==> config.mk <==
export PLATFORM = sky130hd
export DESIGN_NAME = lob_ctrl
export DESIGN_NICKNAME = d
export VERILOG_FILES = /design/src/rtl/lob_pkg.sv /design/src/rtl/lob_ctrl.sv
export SDC_FILE = /design/constraint.sdc
export NUM_CORES = 1
export LEC_CHECK = 0
export BUFFER_PORTS_ARGS = -buffer_cell sky130_fd_sc_hd__buf_4
export CORE_UTILIZATION = 25
export DETAILED_ROUTE_END_ITERATION = 8
export HOLD_SLACK_MARGIN = 0.08
export PLACE_DENSITY = 0.4
export SLEW_MARGIN = 20
export SYNTH_ARGS = -nofsm -noshare
export SYNTH_HDL_FRONTEND = slang
export SYNTH_SLANG_ARGS = --single-unit
==> constraint.sdc <==
create_clock -name clk -period 2.42 [get_ports clk]
set_input_delay 0.121 -clock clk [delete_from_list [all_inputs] [get_ports clk]]
set_output_delay 0.121 -clock clk [all_outputs]
set_load 0.05 [all_outputs]
==> src/rtl/lob_pkg.sv <==
`timescale 1ns / 1ps
`default_nettype none

package lob_pkg;

  // Default sizes of the order table and of the price ladder on each side.
  localparam int MAX_ORDERS_DEF = 256;
  localparam int MAX_LEVELS_DEF = 64;

  // Command codes.
  localparam logic [1:0] CMD_ADD    = 2'd0;
  localparam logic [1:0] CMD_CANCEL = 2'd1;
  localparam logic [1:0] CMD_SET    = 2'd2;

  // Status codes.
  localparam logic [1:0] STAT_OK        = 2'd0;
  localparam logic [1:0] STAT_NOT_FOUND = 2'd1;
  localparam logic [1:0] STAT_DUP       = 2'd2;
  localparam logic [1:0] STAT_FULL      = 2'd3;

  // Order state codes.
  localparam logic [1:0] ORD_OPEN      = 2'd0;
  localparam logic [1:0] ORD_PARTIAL   = 2'd1;
  localparam logic [1:0] ORD_FILLED    = 2'd2;
  localparam logic [1:0] ORD_CANCELLED = 2'd3;

  localparam logic SIDE_BUY = 1'b0;

  // Datapath operations issued by the controller, one per cycle.
  typedef enum logic [4:0] {
    DP_IDLE,
    DP_SCAN,
    DP_LSETUP,
    DP_LRD,
    DP_LCMP,
    DP_WENT,
    DP_LUPD,
    DP_UP_INIT,
    DP_UP_RD,
    DP_UP_WR,
    DP_INS,
    DP_DN_INIT,
    DP_DN_RD,
    DP_DN_WR,
    DP_DEL,
    DP_WAIT,
    DP_RD_BID,
    DP_RD_ASK,
    DP_OUT
  } dp_op_t;

  typedef struct packed {
    dp_op_t     op;
    logic [1:0] rpt_status;
    logic [1:0] rpt_state;
  } dp_ctl_t;

  typedef struct packed {
    logic [1:0] cmd;
    logic       qty_zero;
    logic       scan_done;
    logic       ent_found;
    logic       free_found;
    logic       lf_stop;
    logic       lf_hit;
    logic       lfound;
    logic       lvl_full;
    logic       cnt_one;
    logic       up_more;
    logic       dn_more;
  } dp_sts_t;

endpackage

`default_nettype wire

==> src/rtl/lob_ctrl.sv <==
`timescale 1ns / 1ps
`default_nettype none

module lob_ctrl (
  input  logic             clk,
  input  logic             rst,
  input  logic             start,
  output logic             busy,
  input  lob_pkg::dp_sts_t sts,
  output lob_pkg::dp_ctl_t ctl
);

  typedef enum logic [4:0] {
    S_IDLE, S_SCAN, S_DECIDE, S_LRD, S_LCMP, S_WENT, S_LUPD,
    S_UPINIT, S_UPTEST, S_UPRD, S_UPWR, S_INS,
    S_DNINIT, S_DNTEST, S_DNRD, S_DNWR, S_DEL,
    S_RPT0, S_RPT1, S_RPT2
  } state_t;

  state_t           state;
  state_t           state_next;
  logic [1:0]       status_next;
  logic [1:0]       ostate_next;
  lob_pkg::dp_op_t  op_next;
  logic             removing;

  assign removing = (sts.cmd == lob_pkg::CMD_CANCEL) ||
                    ((sts.cmd == lob_pkg::CMD_SET) && sts.qty_zero);

  always_comb begin
    state_next  = state;
    status_next = ctl.rpt_status;
    ostate_next = ctl.rpt_state;
    unique case (state)
      S_IDLE: begin
        if (start) state_next = S_SCAN;
      end
      S_SCAN: begin
        if (sts.scan_done) state_next = S_DECIDE;
      end
      S_DECIDE: begin
        status_next = lob_pkg::STAT_OK;
        ostate_next = lob_pkg::ORD_OPEN;
        state_next  = S_RPT0;
        priority if (sts.cmd == lob_pkg::CMD_ADD) begin
          priority if (sts.ent_found) begin
            status_next = lob_pkg::STAT_DUP;
          end else if (!sts.free_found) begin
            status_next = lob_pkg::STAT_FULL;
          end else begin
            state_next = S_LRD;
          end
        end else if (sts.cmd == lob_pkg::CMD_CANCEL || sts.cmd == lob_pkg::CMD_SET) begin
          if (!sts.ent_found) begin
            status_next = lob_pkg::STAT_NOT_FOUND;
          end else begin
            state_next = S_LRD;
            priority if (sts.cmd == lob_pkg::CMD_CANCEL) ostate_next = lob_pkg::ORD_CANCELLED;
            else if (sts.qty_zero) ostate_next = lob_pkg::ORD_FILLED;
            else ostate_next = lob_pkg::ORD_PARTIAL;
          end
        end else begin
          state_next = S_RPT0;
        end
      end
      S_LRD: state_next = S_LCMP;
      S_LCMP: begin
        priority if (!sts.lf_stop) begin
          state_next = S_LRD;
        end else if (sts.cmd == lob_pkg::CMD_ADD && !sts.lf_hit && sts.lvl_full) begin
          status_next = lob_pkg::STAT_FULL;
          ostate_next = lob_pkg::ORD_OPEN;
          state_next  = S_RPT0;
        end else begin
          state_next = S_WENT;
        end
      end
      S_WENT: begin
        priority if (sts.cmd == lob_pkg::CMD_ADD) begin
          state_next = sts.lfound ? S_LUPD : S_UPINIT;
        end else if (removing) begin
          priority if (!sts.lfound) state_next = S_RPT0;
          else if (sts.cnt_one) state_next = S_DNINIT;
          else state_next = S_LUPD;
        end else begin
          state_next = sts.lfound ? S_LUPD : S_RPT0;
        end
      end
      S_LUPD:   state_next = S_RPT0;
      S_UPINIT: state_next = S_UPTEST;
      S_UPTEST: state_next = sts.up_more ? S_UPRD : S_INS;
      S_UPRD:   state_next = S_UPWR;
      S_UPWR:   state_next = S_UPTEST;
      S_INS:    state_next = S_RPT0;
      S_DNINIT: state_next = S_DNTEST;
      S_DNTEST: state_next = sts.dn_more ? S_DNRD : S_DEL;
      S_DNRD:   state_next = S_DNWR;
      S_DNWR:   state_next = S_DNTEST;
      S_DEL:    state_next = S_RPT0;
      S_RPT0:   state_next = S_RPT1;
      S_RPT1:   state_next = S_RPT2;
      S_RPT2:   state_next = S_IDLE;
      default:  state_next = S_IDLE;
    endcase
  end

  always_comb begin
    unique case (state_next)
      S_IDLE:   op_next = lob_pkg::DP_IDLE;
      S_SCAN:   op_next = lob_pkg::DP_SCAN;
      S_DECIDE: op_next = lob_pkg::DP_LSETUP;
      S_LRD:    op_next = lob_pkg::DP_LRD;
      S_LCMP:   op_next = lob_pkg::DP_LCMP;
      S_WENT:   op_next = lob_pkg::DP_WENT;
      S_LUPD:   op_next = lob_pkg::DP_LUPD;
      S_UPINIT: op_next = lob_pkg::DP_UP_INIT;
      S_UPRD:   op_next = lob_pkg::DP_UP_RD;
      S_UPWR:   op_next = lob_pkg::DP_UP_WR;
      S_INS:    op_next = lob_pkg::DP_INS;
      S_DNINIT: op_next = lob_pkg::DP_DN_INIT;
      S_DNRD:   op_next = lob_pkg::DP_DN_RD;
      S_DNWR:   op_next = lob_pkg::DP_DN_WR;
      S_DEL:    op_next = lob_pkg::DP_DEL;
      S_RPT0:   op_next = lob_pkg::DP_RD_BID;
      S_RPT1:   op_next = lob_pkg::DP_RD_ASK;
      S_RPT2:   op_next = lob_pkg::DP_OUT;
      default:  op_next = lob_pkg::DP_WAIT;
    endcase
  end

  always_ff @(posedge clk) begin
    if (rst) begin
      state          <= S_IDLE;
      ctl.op         <= lob_pkg::DP_IDLE;
      ctl.rpt_status <= lob_pkg::STAT_OK;
      ctl.rpt_state  <= lob_pkg::ORD_OPEN;
    end else begin
      state          <= state_next;
      ctl.op         <= op_next;
      ctl.rpt_status <= status_next;
      ctl.rpt_state  <= ostate_next;
    end
  end

  assign busy = (state != S_IDLE);

endmodule

`default_nettype wire

# After elaboration in Yosys (flattened, before gate mapping)
# Memory sizes are Yosys's and may differ from the RTL's. A register that Yosys moved wholly into a read port is not among the register bits.
# Cells that the tools add are included.
# W data, S select, Z words.
# totals
inputBits	16
memories	1
romBits	160
wordCells	74
reg_bits	9
# op_classes
n_eq_ne	22
n_reduce_logical	14
mux	34
# mem_list
name	words	word_bits	read_ports	rd_clocked_by_memory_dff	wr	line_no	text
(no name shown)	32	5	1	1	0	lob_ctrl.sv:108	unique case (state_next)
# ops
op	count
$pmux W5 S15	1
$mux W5	14
$eq A5 B4 Y1 const B	8
$mux W2	13
$eq A5 B3 Y1 const B	4
$eq A5 B5 Y1 const B	3
$eq A5 B2 Y1 const B	2
$pmux W2 S2	2
$eq A5 B1 Y1 const B	1
$logic_not A5 Y1	1
$reduce_bool A5 Y1	1
$mux W4	1
$ne A2 B2 Y1 const B	2
$reduce_or A2 Y1	2
$logic_and A1 B1 Y1	3
$mux W1	3
$reduce_and A3 Y1	1
$reduce_or A3 Y1	1
$eq A2 B1 Y1 const B	1
$eq A2 B2 Y1 const B	1
$logic_not A2 Y1	1
$logic_or A1 B1 Y1	2
$reduce_bool A2 Y1	1
$logic_not A1 Y1	1

# Depth between registers and ports, before layout
# depth
depth_word	6
ltp_mapped	10

# Least setup slack after synthesis
# OpenSTA, ideal clock, no wires.
# synth_path
path_kind	register -> register
from	reg state[0]
to	reg ctl[4] (netlist name)
path_slack_ns	0.310
arrival_time_ns	1.978
path_stages_with_launch	9
path_buffers	0
cell_sequence	dfxtp_1 -> or3b_1 -> or3_1 -> o22ai_1 -> or4_4 -> inv_2 -> ha_1 -> o31ai_1 -> a221oi_2
# synth_via
elab_chain_cells	3
# synth_lines
element	line_no	text
start, declared	lob_ctrl.sv:20	state_t state;
start signal, assigned	lob_ctrl.sv:138	state <= state_next;
$eq A5 B5 Y1 (tied with other cells)	lob_ctrl.sv:34	unique case (state)
$reduce_or A3 Y1 (no line) or $reduce_or A2 Y1 (tied branches)	--	
$pmux W5 S15 (*)	lob_ctrl.sv:34	
# Every way passes the cells marked *; elsewhere a longest branch is shown, timed or not.
# A chain may end at the register's enable or synchronous reset.

# Worst setup path after layout
# layout_path
from	reg state[4]
to	reg ctl[4] (netlist name)
# layout_via
elab_chain_cells	3
# layout_lines
element	line_no
$eq A5 B5 Y1 (tied with other cells)	lob_ctrl.sv:34
$reduce_or A3 Y1 (no line) or $reduce_or A2 Y1 (tied branches)	--
$pmux W5 S15 (*)	lob_ctrl.sv:34
# Marked as above.

==> key figures <==
Route
  – Remaining antenna violation count after routing: 0
  – Total Routed Length: 3.19 mm
  – Detailed route wirelength on metal3: 154 um
  – Total met2 wirelength after detailed routing: 1.55 mm
  – # DRC: 0
  – Vias/cell: 5.14
  – Post-Route M1 WL: 1.46 mm
  – Highest metal layer used by the detailed router: met4
  – Detailed Route Iter0 Violations: 54
  – Number of iterations in the first detailed-routing pass: 4
  – Count of vias placed by the detailed router: 1162
  – Routed wire per std cell: 14.1 um

Place
  – Area after detailed placement: 1430 um2
  – Detailed placement HPWL: 2.62 mm
  – Count of buffers from port buffering: 25
  – Placer's final routability congestion estimate: 0.817

Yosys
  – Yosys cell types: 53
  – Number of register bits inferred by synthesis: 14
  – Share of async-settable or async-resettable flops after synthesis: 0%
  – Yosys synthesis warning count: 0
  – Leading register cell type out of synthesis: sky130_fd_sc_hd__dfxtp_1
  – Share of Yosys cell area claimed by the top area cell type: 25.6%
  – Synthesized cell area: 1100 um2
  – Count of mapped cells out of synthesis: 138
  – Post-synthesis average cell area: 7.94 um2
  – Net count of the mapped netlist: 159
  – Sequential share of the synthesized area: 25.6%
  – Number of flops mapped to enable cells by yosys: 0
  – Cell type with the highest aggregate area in the netlist: sky130_fd_sc_hd__dfxtp_1
  – Synth top area cells: sky130_fd_sc_hd__dfxtp_1 26%, sky130_fd_sc_hd__ha_1 5.7%, sky130_fd_sc_hd__nor2_1 4.5%

Die
  – Row cnt: 23
  – Die Footprint: 4650 um2
  – Y dimension of the die: 68.2 um
  – Starting Density: 26.6%
  – Die Width: 68.2 um
  – Area of the core: 4120 um2
  – Boundary Pins: 26

STA
  – Post-Route Setup TNS: 0 ns
  – Post-layout min period: 2.23 ns
  – Post-route fraction of the period consumed by the critical path: 92.3%
  – Final setup violating endpoints: 0
  – Worst Tran Pin Value: 0.478 ns
  – Hold Vio Cnt, Final: 0
  – Max Clk Rate: 448 MHz
  – Number of pins with negative max-slew slack in the final report: 0
  – Unrepaired setup endpoints after global routing: false
  – Worst-case clock skew: 0.00272 ns
  – Tightest slew margin relative to the limit: 67.7%

GRT
  – First-pass GRT wire length: 5.24 mm
  – Total overflow reported by the global router: 0
  – Vias in the first global route: 1125
  – Pin count of the biggest net entering global routing: 15
  – Initial antenna violation count: 0
  – Overall global routing resource usage: 15.2%

Clock network
  – Number of sinks handled by clock tree synthesis: 14
  – CTS buffer count: 3
  – Clock root buffer: sky130_fd_sc_hd__clkbuf_8
  – CTS tree: yes
  – Insertion delay of the later-clocked pin in the worst-skew pair: 0.24 ns
  – Count of H-tree levels built during CTS: 1
  – Cts repair resizes: 0
  – Number of setup buffers added after CTS: 0
  – Buffers from clock root to sink, at most: 2
  – Count of hold buffers inserted by post-cts repair: 0
  – Clock transition time at the flip-flop clock pins of the worst setup and hold paths: 0.06 ns

Critical path
  – CP Data Arrival Time: 2.35 ns
  – Critical path origin: state[4]
  – Launch point of the worst reg-to-reg path: state[4]
  – CP Capture Type: flop
  – Highest fanout seen on the critical path: 11
  – Cell with the largest stage delay on the worst path: sky130_fd_sc_hd__or3b_1
  – Critical setup path kind: reg2reg
  – CP startpoint kind: flop
  – Cell breakdown of the critical path: or3b_1 -> buf_4 -> nor4_1 -> a21oi_1 -> and2_0 -> ha_1 -> o31ai_2 -> a221oi_2
  – Top Family by Delay on Critical Path: simple AND/OR/NAND/NOR gates
  – CP required: 2.54 ns
  – Worst path buffer plus inverter count: 1
  – Slowest Stage Delay on Critical Path: 0.42 ns

Pwr
  – Leakage power total: 0.649 nW
  – Worst supply voltage drop on vdd: 0.255 mV
  – Cell Pwr Density: 532 nW/um2

Finish
  – Post-layout net count: 198
  – Most common cell after layout, fill and taps aside: sky130_fd_sc_hd__buf_4
  – Final Instance Area: 1490 um2
  – Most used cells in the layout excluding fill and tap cells: 41 x sky130_fd_sc_hd__buf_4, 14 x sky130_fd_sc_hd__dfxtp_1, 13 x sky130_fd_sc_hd__nor2_1
  – Synth-to-Final Area Change: 35.8%
  – ANT cells: 0
  – Fraction of layout instances using a drive strength above 1: 31.8%
  – Number of fill cells: 450

Min path
  – HP Class: in2reg
  – Launch point of the worst hold path: rst

Job
  – Max-cap violations: 0

Outcome
  – Outcome: finished, final reports clean
[synth_stat cells, types with 2 or more instances]
cell / n
sky130_fd_sc_hd__nor3_1: 3
sky130_fd_sc_hd__nor2b_1: 5
sky130_fd_sc_hd__and3b_1: 4
sky130_fd_sc_hd__or3_1: 2
sky130_fd_sc_hd__o21ai_1: 2
sky130_fd_sc_hd__a31o_2: 2
sky130_fd_sc_hd__a21oi_1: 8
sky130_fd_sc_hd__clkbuf_1: 3
sky130_fd_sc_hd__nand2b_1: 5
sky130_fd_sc_hd__nand4_1: 2
sky130_fd_sc_hd__or4_4: 2
sky130_fd_sc_hd__dfxtp_1: 14
sky130_fd_sc_hd__o2111ai_1: 2
sky130_fd_sc_hd__a31oi_1: 3
sky130_fd_sc_hd__buf_2: 3
sky130_fd_sc_hd__ha_1: 5
sky130_fd_sc_hd__xor2_1: 2
sky130_fd_sc_hd__nand2_1: 8
sky130_fd_sc_hd__nor4_1: 2
sky130_fd_sc_hd__o21ai_0: 5
sky130_fd_sc_hd__nor2_1: 13
sky130_fd_sc_hd__nand3_1: 2
sky130_fd_sc_hd__nand3b_1: 2
sky130_fd_sc_hd__o31ai_1: 3
sky130_fd_sc_hd__inv_1: 8
[power breakdown]
group          switching, mW  leakage [nW]  internal, mW
clock network         0.0793        0.0288         0.144
logic                  0.174         0.507         0.135
registers             0.0138         0.114         0.247
[layout make-up]
class | count | area (um2) | share of cell area [%]
Clock buffer | 4 | 55.1 | 3.70
Sequential cell | 14 | 280 | 18.8
Multi-Input combinational cell | 108 | 749 | 50.3
Tap cell | 50 | 62.6 | 4.20
Inverter | 9 | 33.8 | 2.27
Timing Repair Buffer | 41 | 308 | 20.7
[worst paths after layout]
kind,end,slack (ns),cells past startpoint
hold / removal,ctl[7],0.16,2
setup reg to reg,ctl[4],0.19,8
setup / recovery,ctl[4],0.19,8
hold reg to reg,ctl[1],0.46,2
[routing by layer]
metal | up-vias | global-route usage, %
met5 | - | 0
met4 | 0 | 3.13
met3 | 4 | 3.50
met2 | 23 | 26.3
met1 | 541 | 19.0
li1 | 594 | -
[stage by stage]
step,power (mW),util (%),std cells,worst slack [ns],hold WS (ns)
2_1_floorplan,0.457,-,138,0.310,0.187
3_3_place_gp,0.569,34.7,222,0.112,0.408
3_5_place_dp,0.570,34.7,222,0.0965,0.409
4_1_cts,0.797,36.1,226,0.162,0.151
5_1_grt,0.840,36.2,226,0.0477,0.161
6_report,0.792,36.2,226,0.187,0.158
[flip-flops by register name (all words and copies together) (netlist names)]
name and count:
state 5, ctl 9
[logic make-up after synthesis]
logic type / count (synthesis) / share of synthesized area [%]
fa+ha+maj: 5 / 5.71
buf+inv: 16 / 6.51
compound gates: 40 / 26.6
simple gates: 60 / 33.1
flops: 14 / 25.6
mux: 1 / 0.913
xor+xnor: 2 / 1.60
Power figures use the tool's default switching activity.
